===== src/sv/dnp3_link_frame_deframer_core_defines.svh =====
// assertion helpers shared by the deframer
`ifndef DNP3_LINK_FRAME_DEFRAMER_CORE_DEFINES_SVH
`define DNP3_LINK_FRAME_DEFRAMER_CORE_DEFINES_SVH

// same-cycle implication, idle during reset
`define DLFD_ASSERT_NOW(label, ante, cons, msg) \
  label: assert property (@(posedge clk) disable iff (rst) (ante) |-> (cons)) else $error(msg);

// next-cycle implication, idle during reset
`define DLFD_ASSERT_NEXT(label, ante, cons, msg) \
  label: assert property (@(posedge clk) disable iff (rst) (ante) |=> (cons)) else $error(msg);

`endif


===== src/sv/dlfd_pkg.sv =====
package dlfd_pkg;

  localparam logic [1:0] PH_HUNT  = 2'd0;
  localparam logic [1:0] PH_LEN   = 2'd1;
  localparam logic [1:0] PH_FRAME = 2'd2;

  localparam logic [7:0] SYNC_FIRST    = 8'h05;
  localparam logic [7:0] SYNC_SECOND   = 8'h64;
  localparam logic [7:0] MIN_LEN_BYTE  = 8'd5;
  localparam logic [7:0] MIN_FUNC_USER = 8'd3;
  localparam logic [8:0] HEADER_BYTES  = 9'd10;
  localparam logic [8:0] CRC_ROUND     = 9'd15;

  localparam logic [8:0] POS_AFTER_LEN = 9'd3;
  localparam logic [8:0] POS_DEST_LO   = 9'd4;
  localparam logic [8:0] POS_DEST_HI   = 9'd5;
  localparam logic [8:0] POS_SRC_LO    = 9'd6;
  localparam logic [8:0] POS_SRC_HI    = 9'd7;
  localparam logic [8:0] POS_FUNC      = 9'd12;

  localparam int M_TDATA_W = 56;

  typedef struct packed {
    logic       valid;
    logic       dir;
    logic [7:0] data;
  } dlfd_in_t;

  typedef struct packed {
    logic        saw_sync;
    logic [1:0]  phase;
    logic [8:0]  pos;
    logic [8:0]  total;
    logic [7:0]  user_len;
    logic [15:0] dest;
    logic [15:0] src;
    logic [7:0]  func;
  } dlfd_state_t;

  typedef struct packed {
    logic        dir;
    logic [15:0] dest;
    logic [15:0] src;
    logic [7:0]  func;
    logic        present;
    logic [8:0]  length;
  } dlfd_result_t;

endpackage


===== src/sv/dnp3_link_frame_deframer_core.sv =====
// the last byte passes the input register, then its result the output register
// throughput: one byte per cycle unless a result waits on m_tready, from either direction in any interleaving
// each direction keeps its own hunt/length/frame state in a register bank
// a result waiting on m_tready holds back the next byte, whether it closes a frame or not
// reset clears every direction to hunting and empties both stage registers
module dnp3_link_frame_deframer_core #(
  parameter int NUM_DIRECTIONS = 2
) (
  input  logic                           clk,
  input  logic                           rst,
  input  logic                           s_tvalid,
  output logic                           s_tready,
  input  logic [7:0]                     s_tdata,  // data_byte
  input  logic                           s_tuser,  // direction
  output logic                           m_tvalid,
  input  logic                           m_tready,
  // dest_addr[15:0], src_addr[31:16], func_code[39:32], func_present[40],
  // frame_length[49:41], zero fill
  output logic [dlfd_pkg::M_TDATA_W-1:0] m_tdata,
  output logic                           m_tuser   // frame_direction
);
  import dlfd_pkg::*;
  `include "dnp3_link_frame_deframer_core_defines.svh"

  dlfd_in_t     in_q;
  dlfd_result_t result;
  logic         advance;
  logic         load;
  logic         free;

  assign advance = in_q.valid && free;

  dlfd_in_stage u_in (
    .clk      (clk),
    .rst      (rst),
    .s_tvalid (s_tvalid),
    .s_tready (s_tready),
    .s_tdata  (s_tdata),
    .s_tuser  (s_tuser),
    .advance  (advance),
    .in_q     (in_q)
  );

  dlfd_parser #(
    .NUM_DIRECTIONS (NUM_DIRECTIONS)
  ) u_parser (
    .clk     (clk),
    .rst     (rst),
    .in_q    (in_q),
    .advance (advance),
    .load    (load),
    .result  (result)
  );

  dlfd_out_stage u_out (
    .clk      (clk),
    .rst      (rst),
    .load     (load),
    .result   (result),
    .free     (free),
    .m_tvalid (m_tvalid),
    .m_tready (m_tready),
    .m_tdata  (m_tdata),
    .m_tuser  (m_tuser)
  );

  `DLFD_ASSERT_NOW(a_len_range, m_tvalid,
                   m_tdata[49:41] >= 9'd10 && m_tdata[49:41] <= 9'd292,
                   "frame length out of range")
  `DLFD_ASSERT_NOW(a_func_absent, m_tvalid && !m_tdata[40], m_tdata[39:32] == 8'h00,
                   "function code without user data")
  `DLFD_ASSERT_NEXT(a_in_hold, in_q.valid && !advance, in_q.valid, "stalled byte lost")
  `DLFD_ASSERT_NOW(a_load_free, load, free, "result loaded over a waiting one")

endmodule


===== src/sv/dlfd_in_stage.sv =====
module dlfd_in_stage (
  input  logic             clk,
  input  logic             rst,
  input  logic             s_tvalid,
  output logic             s_tready,
  input  logic [7:0]       s_tdata,
  input  logic             s_tuser,
  input  logic             advance,
  output dlfd_pkg::dlfd_in_t in_q
);
  import dlfd_pkg::*;

  assign s_tready = !in_q.valid || advance;

  always_ff @(posedge clk) begin
    if (rst) begin
      in_q.valid <= 1'b0;
    end else if (s_tvalid && s_tready) begin
      in_q.valid <= 1'b1;
    end else if (advance) begin
      in_q.valid <= 1'b0;
    end
    if (s_tvalid && s_tready) begin
      in_q.dir  <= s_tuser;
      in_q.data <= s_tdata;
    end
  end

endmodule


===== src/sv/dlfd_parser.sv =====
module dlfd_parser #(
  parameter int NUM_DIRECTIONS = 2
) (
  input  logic                   clk,
  input  logic                   rst,
  input  dlfd_pkg::dlfd_in_t     in_q,
  input  logic                   advance,
  output logic                   load,
  output dlfd_pkg::dlfd_result_t result
);
  import dlfd_pkg::*;

  localparam logic [1:0] NUM_DIR_L = 2'(NUM_DIRECTIONS);

  dlfd_state_t st [NUM_DIRECTIONS];
  dlfd_state_t cur;
  dlfd_state_t st_next;
  logic        dir_ok;
  logic        emit;
  logic [7:0]  b;
  logic [7:0]  u;
  logic [8:0]  round_sum;
  logic [4:0]  blocks;
  logic        present;

  assign b      = in_q.data;
  assign dir_ok = {1'b0, in_q.dir} < NUM_DIR_L;

  always_comb begin
    cur = st[0];
    for (int d = 0; d < NUM_DIRECTIONS; d++) begin
      if (in_q.dir == 1'(d)) cur = st[d];
    end
  end

  assign u         = b - MIN_LEN_BYTE;
  assign round_sum = {1'b0, u} + CRC_ROUND;
  assign blocks    = round_sum[8:4];
  assign present   = cur.user_len >= MIN_FUNC_USER;

  always_comb begin
    st_next = cur;
    emit    = 1'b0;
    unique case (cur.phase)
      PH_LEN: begin
        if (b < MIN_LEN_BYTE) begin
          st_next.phase    = PH_HUNT;
          st_next.saw_sync = (b == SYNC_FIRST);
        end else begin
          st_next.user_len = u;
          st_next.total    = HEADER_BYTES + {1'b0, u} + {3'b000, blocks, 1'b0};
          st_next.pos      = POS_AFTER_LEN;
          st_next.dest     = '0;
          st_next.src      = '0;
          st_next.func     = '0;
          st_next.phase    = PH_FRAME;
        end
      end
      PH_FRAME: begin
        if (cur.pos == POS_DEST_LO) st_next.dest[7:0]  = b;
        if (cur.pos == POS_DEST_HI) st_next.dest[15:8] = b;
        if (cur.pos == POS_SRC_LO)  st_next.src[7:0]   = b;
        if (cur.pos == POS_SRC_HI)  st_next.src[15:8]  = b;
        if (cur.pos == POS_FUNC && present) st_next.func = b;
        // last byte of the frame closes it
        if (({1'b0, cur.pos} + 10'd1) >= {1'b0, cur.total}) begin
          emit             = 1'b1;
          st_next.phase    = PH_HUNT;
          st_next.saw_sync = 1'b0;
          st_next.pos      = '0;
        end else begin
          st_next.pos = cur.pos + 9'd1;
        end
      end
      default: begin
        // hunting, also taken for the unused phase code
        if (cur.saw_sync && b == SYNC_SECOND) begin
          st_next.saw_sync = 1'b0;
          st_next.phase    = PH_LEN;
        end else begin
          st_next.saw_sync = (b == SYNC_FIRST);
        end
      end
    endcase
  end

  assign load           = advance && dir_ok && emit;
  assign result.dir     = in_q.dir;
  assign result.dest    = st_next.dest;
  assign result.src     = st_next.src;
  assign result.func    = present ? st_next.func : 8'h00;
  assign result.present = present;
  assign result.length  = cur.total;

  always_ff @(posedge clk) begin
    if (rst) begin
      for (int d = 0; d < NUM_DIRECTIONS; d++) begin
        st[d] <= '0;
      end
    end else if (advance && dir_ok) begin
      for (int d = 0; d < NUM_DIRECTIONS; d++) begin
        if (in_q.dir == 1'(d)) st[d] <= st_next;
      end
    end
  end

endmodule


===== src/sv/dlfd_out_stage.sv =====
module dlfd_out_stage (
  input  logic                           clk,
  input  logic                           rst,
  input  logic                           load,
  input  dlfd_pkg::dlfd_result_t         result,
  output logic                           free,
  output logic                           m_tvalid,
  input  logic                           m_tready,
  output logic [dlfd_pkg::M_TDATA_W-1:0] m_tdata,
  output logic                           m_tuser
);
  import dlfd_pkg::*;

  dlfd_result_t res_q;

  assign free = !m_tvalid || m_tready;

  always_ff @(posedge clk) begin
    if (rst) begin
      m_tvalid <= 1'b0;
    end else if (load) begin
      m_tvalid <= 1'b1;
    end else if (m_tready) begin
      m_tvalid <= 1'b0;
    end
  end

  always_ff @(posedge clk) begin
    if (load) res_q <= result;
  end

  assign m_tdata = {6'b000000, res_q.length, res_q.present, res_q.func,
                    res_q.src, res_q.dest};
  assign m_tuser = res_q.dir;

endmodule

===== config.mk =====
export PLATFORM = sky130hd
export DESIGN_NAME = dnp3_link_frame_deframer_core
export DESIGN_NICKNAME = d
export VERILOG_FILES = /design/src/sv/dlfd_pkg.sv /design/src/sv/dnp3_link_frame_deframer_core.sv /design/src/sv/dlfd_in_stage.sv /design/src/sv/dlfd_parser.sv /design/src/sv/dlfd_out_stage.sv
export VERILOG_INCLUDE_DIRS = /design/src /design/src/sv
export SDC_FILE = /design/constraint.sdc
export NUM_CORES = 1
export LEC_CHECK = 0
export ABC_CLOCK_PERIOD_IN_PS = 8900
export BUFFER_PORTS_ARGS = -buffer_cell sky130_fd_sc_hd__buf_2
export CAP_MARGIN = 0
export CORE_AREA = 2 2 168 121
export CTS_CLUSTER_SIZE = 24
export DETAILED_ROUTE_END_ITERATION = 10
export DIE_AREA = 0 0 170 123
export PLACE_DENSITY = 0.76
export SLEW_MARGIN = 20
export SYNTH_ARGS = -nofsm -noshare
export SYNTH_HDL_FRONTEND = slang
export SYNTH_HIERARCHICAL = 1
export SYNTH_SLANG_ARGS = --single-unit
export TNS_END_PERCENT = 20

===== constraint.sdc =====
create_clock -name clk -period 8.9 [get_ports clk]
set_clock_uncertainty 0.15 [all_clocks]
set_input_delay 1.335 -clock clk [delete_from_list [all_inputs] [get_ports clk]]
set_output_delay 1.335 -clock clk [all_outputs]
set_load 0.01 [all_outputs]

==> flow_metrics.env <==
export IMPL_synth_largest_area_cell="edfxtp_1"
export IMPL_ys_types=57
export IMPL_synth_seq_area_share_pct=63.3
export IMPL_wl_met2_um=8590
export IMPL_combPwrFrac_pct=14.1
export IMPL_synthArstFlopShare_pct=0
export IMPL_synth_edf_count=198
export IMPL_netSwitchingPower_uw=570
export IMPL_min_period_over_period_pct=59.6
export IMPL_stdcell_count=1006
export IMPL_synth_compound_gate_area_share_pct=11.2
export IMPL_worst_slew_pin_slew_ps=1110
export IMPL_dieArea_sq_mm=0.0209
export IMPL_ctsResizeCount=0
export IMPL_gp_congestion=0.831
export IMPL_clk_pin_slew_worst_paths_ps=70
export IMPL_cp_start_kind="flip-flop"
export IMPL_drtIter0Drc=695
export IMPL_synthSimpleGateAreaFrac_pct=9.37
export IMPL_post_cts_buffers=0
export IMPL_coreArea_sq_mm=0.0194
export IMPL_cts_hold_buf=0
export IMPL_fin_hold_ws_ps=340
export IMPL_highest_layer="met4"
export IMPL_wl_per_cell_um=19.7
export IMPL_arrival_ps=5400
export IMPL_drt_total_wl_um=19800
export IMPL_grt_max_degree=79
export IMPL_fin_nets=788
export IMPL_viasPerCell=5.87
export IMPL_gr_total_overflow=0
export IMPL_endpoint_kind="flip-flop"
export IMPL_critPathRequiredTime_ps=9000
export IMPL_leakagePower_nw=4.01
export IMPL_yosysTopAreaCellShare_pct=62.9
export IMPL_grt_usage_pct=19.4
export IMPL_cts_sinks=200
export IMPL_swShare_pct=26.6
export IMPL_critPathKind="flip-flop to flip-flop"
export IMPL_synthCells=686
export IMPL_htreeDepth=4
export IMPL_grt_pass1_vias=5503
export IMPL_met1Wirelength_um=9640
export IMPL_cts_tree="yes"
export IMPL_die_h_um=123
export IMPL_sequentialPowerShare_pct=52.6
export IMPL_synth_flop_cell="edfxtp_1"
export IMPL_syn_area_sq_mm=0.00945
export IMPL_drc=0
export IMPL_cts_buffers=17
export IMPL_finalHoldViolations=0
export IMPL_place_hpwl_um=12600
export IMPL_synth_xor_area_share_pct=1.85
export IMPL_irDropWorstVdd_v=0.0000885
export IMPL_intPower_mw=1.58
export IMPL_rsz0062_at_grt="false"
export IMPL_setup_tns_ps=0
export IMPL_maxCapViolations=0
export IMPL_synthToLayoutAreaGrowth_pct=11.9
export IMPL_ff_latch_area_sq_mm=0.00599
export IMPL_final_setup_viol_count=0
export IMPL_finalMaxSlewViolations=0
export IMPL_p_per_area_mw_per_mm2=203
export IMPL_drtPass1Iterations=5
export IMPL_power_frac_clock_pct=33.3
export IMPL_syn_avg_cell_area_sq_um=13.8
export IMPL_start_util_pct=48.8
export IMPL_synthAdderAreaFrac_pct=3.92
export IMPL_worst_skew_pair_late_latency_ps=440
export IMPL_multi_input_area_sq_mm=0.00322
export IMPL_num_rows=43
export IMPL_clockBufferDepth=2
export IMPL_antenna_found_initial=0
export IMPL_p_total_mw=2.15
export IMPL_hold_path_class="flip-flop to flip-flop"
export IMPL_max_freq_mhz=188
export IMPL_dr_total_vias=5903
export IMPL_relSlewSlack_pct=25.7
export IMPL_place_port_buffers=65
export IMPL_placed_cells=973
export IMPL_antenna_left=0
export IMPL_wl_met3_um=1340
export IMPL_synth_seq_cells=200
export IMPL_grt_pass1_wl_um=30600
export IMPL_cts_root_buffer="clkbuf_16"
export IMPL_nFillCells=1595
export IMPL_period_needed_ps=5310
export IMPL_muxShareOfSynthArea_pct=7.13
export IMPL_synth_warnings=6
export IMPL_diodes=0
export IMPL_cp_max_fo=78
export IMPL_layout_drive_gt1_share_pct=19.8
export IMPL_synth_top_family_by_area="compound AO/OA/AOI/OAI gates"
export IMPL_yosys_top_cells_area="edfxtp_1, mux2i_1, ha_1, mux2_2, and2_1"
export IMPL_io_pins=72
export IMPL_die_w_um=170
export IMPL_final_core_util_pct=54.6
export IMPL_status="completed"
[power groups by stage]
stage / Clock (mW) / Combinational [mW] / Sequential (mW)
after floorplan: 0 / 0.216 / 1.14
after global placement: 0 / 0.291 / 1.15
after detailed placement: 0 / 0.295 / 1.15
after CTS: 0.729 / 0.298 / 1.13
after global routing: 0.766 / 0.334 / 1.13
final: 0.716 / 0.302 / 1.13
[state kept, by name, summed over array words and instances, names as in the netlist]
register and flops:
u_parser/st 138, u_out/m_tdata 50, u_in/in_q 10, u_out/m_tuser 1
u_out/m_tvalid 1
[logic make-up (layout without fill, tap and decap cells)]
logic type               after synthesis  count (layout)
other                                  1               6
AND/OR/NAND/NOR                      163             163
multiplexers                          65              65
XOR/XNOR                              20              20
AO/OA/AOI/OAI                        141             141
buffers and inverters                 67             135
adder cells (fa/ha/maj)               29              29
flip-flops                           200             200
[cell usage after synthesis (7+ instances only)]
cell type / instances
xnor2_1: 12
mux2_2: 19
buf_2: 7
and2_1: 34
xor2_1: 8
o22ai_1: 33
mux2i_1: 46
o21ai_0: 11
nor2b_1: 10
nor3_1: 13
nand2_1: 34
ha_1: 28
buf_4: 9
a211oi_1: 24
inv_1: 29
a21o_1: 7
nor2_1: 31
clkbuf_1: 15
o211a_1: 8
nand3_1: 8
edfxtp_1: 198
a21oi_1: 22
[per-stage QoR]
stage                     worst slack (ps)  area, sq um
after floorplan                       2890         9470
after global placement                3500        10000
after detailed placement              3340        10000
after CTS                             3310        10600
after global routing                  3090        10600
final                                 3590        10600
[layer usage]
layer | GRT usage [%] | up-vias
li1 | - | 2737
met5 | 0 | -
met2 | 28.8 | 238
met4 | 4.38 | 0
met1 | 29.3 | 2909
met3 | 4.45 | 19
[area by class of cell]
type | count | share of cell area, %
Clock buffer | 18 | 4.06
Clock inverter | 14 | 1.08
Inverter | 29 | 1.03
Multi-Input combinational cell | 424 | 30.4
Sequential cell | 200 | 56.6
Tap cell | 247 | 2.92
Timing Repair Buffer | 74 | 3.90
[final timing paths]
check	from	endpoint	slack [ps]	cells after the start
max reg2reg	u_in/in_q[8]$_DFFE_PP_	u_parser/st[0][133]$_DFFE_PP_	3590	11
min	u_out/m_tvalid$_SDFFE_PP0P_	u_out/m_tvalid$_SDFFE_PP0P_	340	2
min reg2reg	u_out/m_tvalid$_SDFFE_PP0P_	u_out/m_tvalid$_SDFFE_PP0P_	340	2
max	u_in/in_q[8]$_DFFE_PP_	u_parser/st[0][133]$_DFFE_PP_	3590	11
[cells in the final DEF (no fill, tap or decap), drive strengths merged, types with 4 or more instances in the layout]
master	instances
nand4	5
clkinv	6
edfxtp	198
o22ai	33
ha	28
nand2	34
xnor2	12
nor3	15
inv	36
buf	74
a221oi	6
o211ai	4
nand3	8
nor2b	10
a21oi	28
a32o	4
mux2	19
a21o	7
nand2b	8
xor2	8
mux2i	46
a211oi	26
clkbuf	18
and2	35
o21ai	12
conb	6
nor2	31
o211a	8
[worst max-delay path: stages (launching register included)]
cell and delay [ps]:
edfxtp_1 760, buf_4 920, mux2i_1 410, a221oi_1 730
xnor2_1 170, ha_1 330, a21o_1 180, a21oi_1 270
nand2_1 90, a21oi_1 600, nand3_1 180, a21oi_1 290
Note: power is estimated with default switching activity, not from simulation.
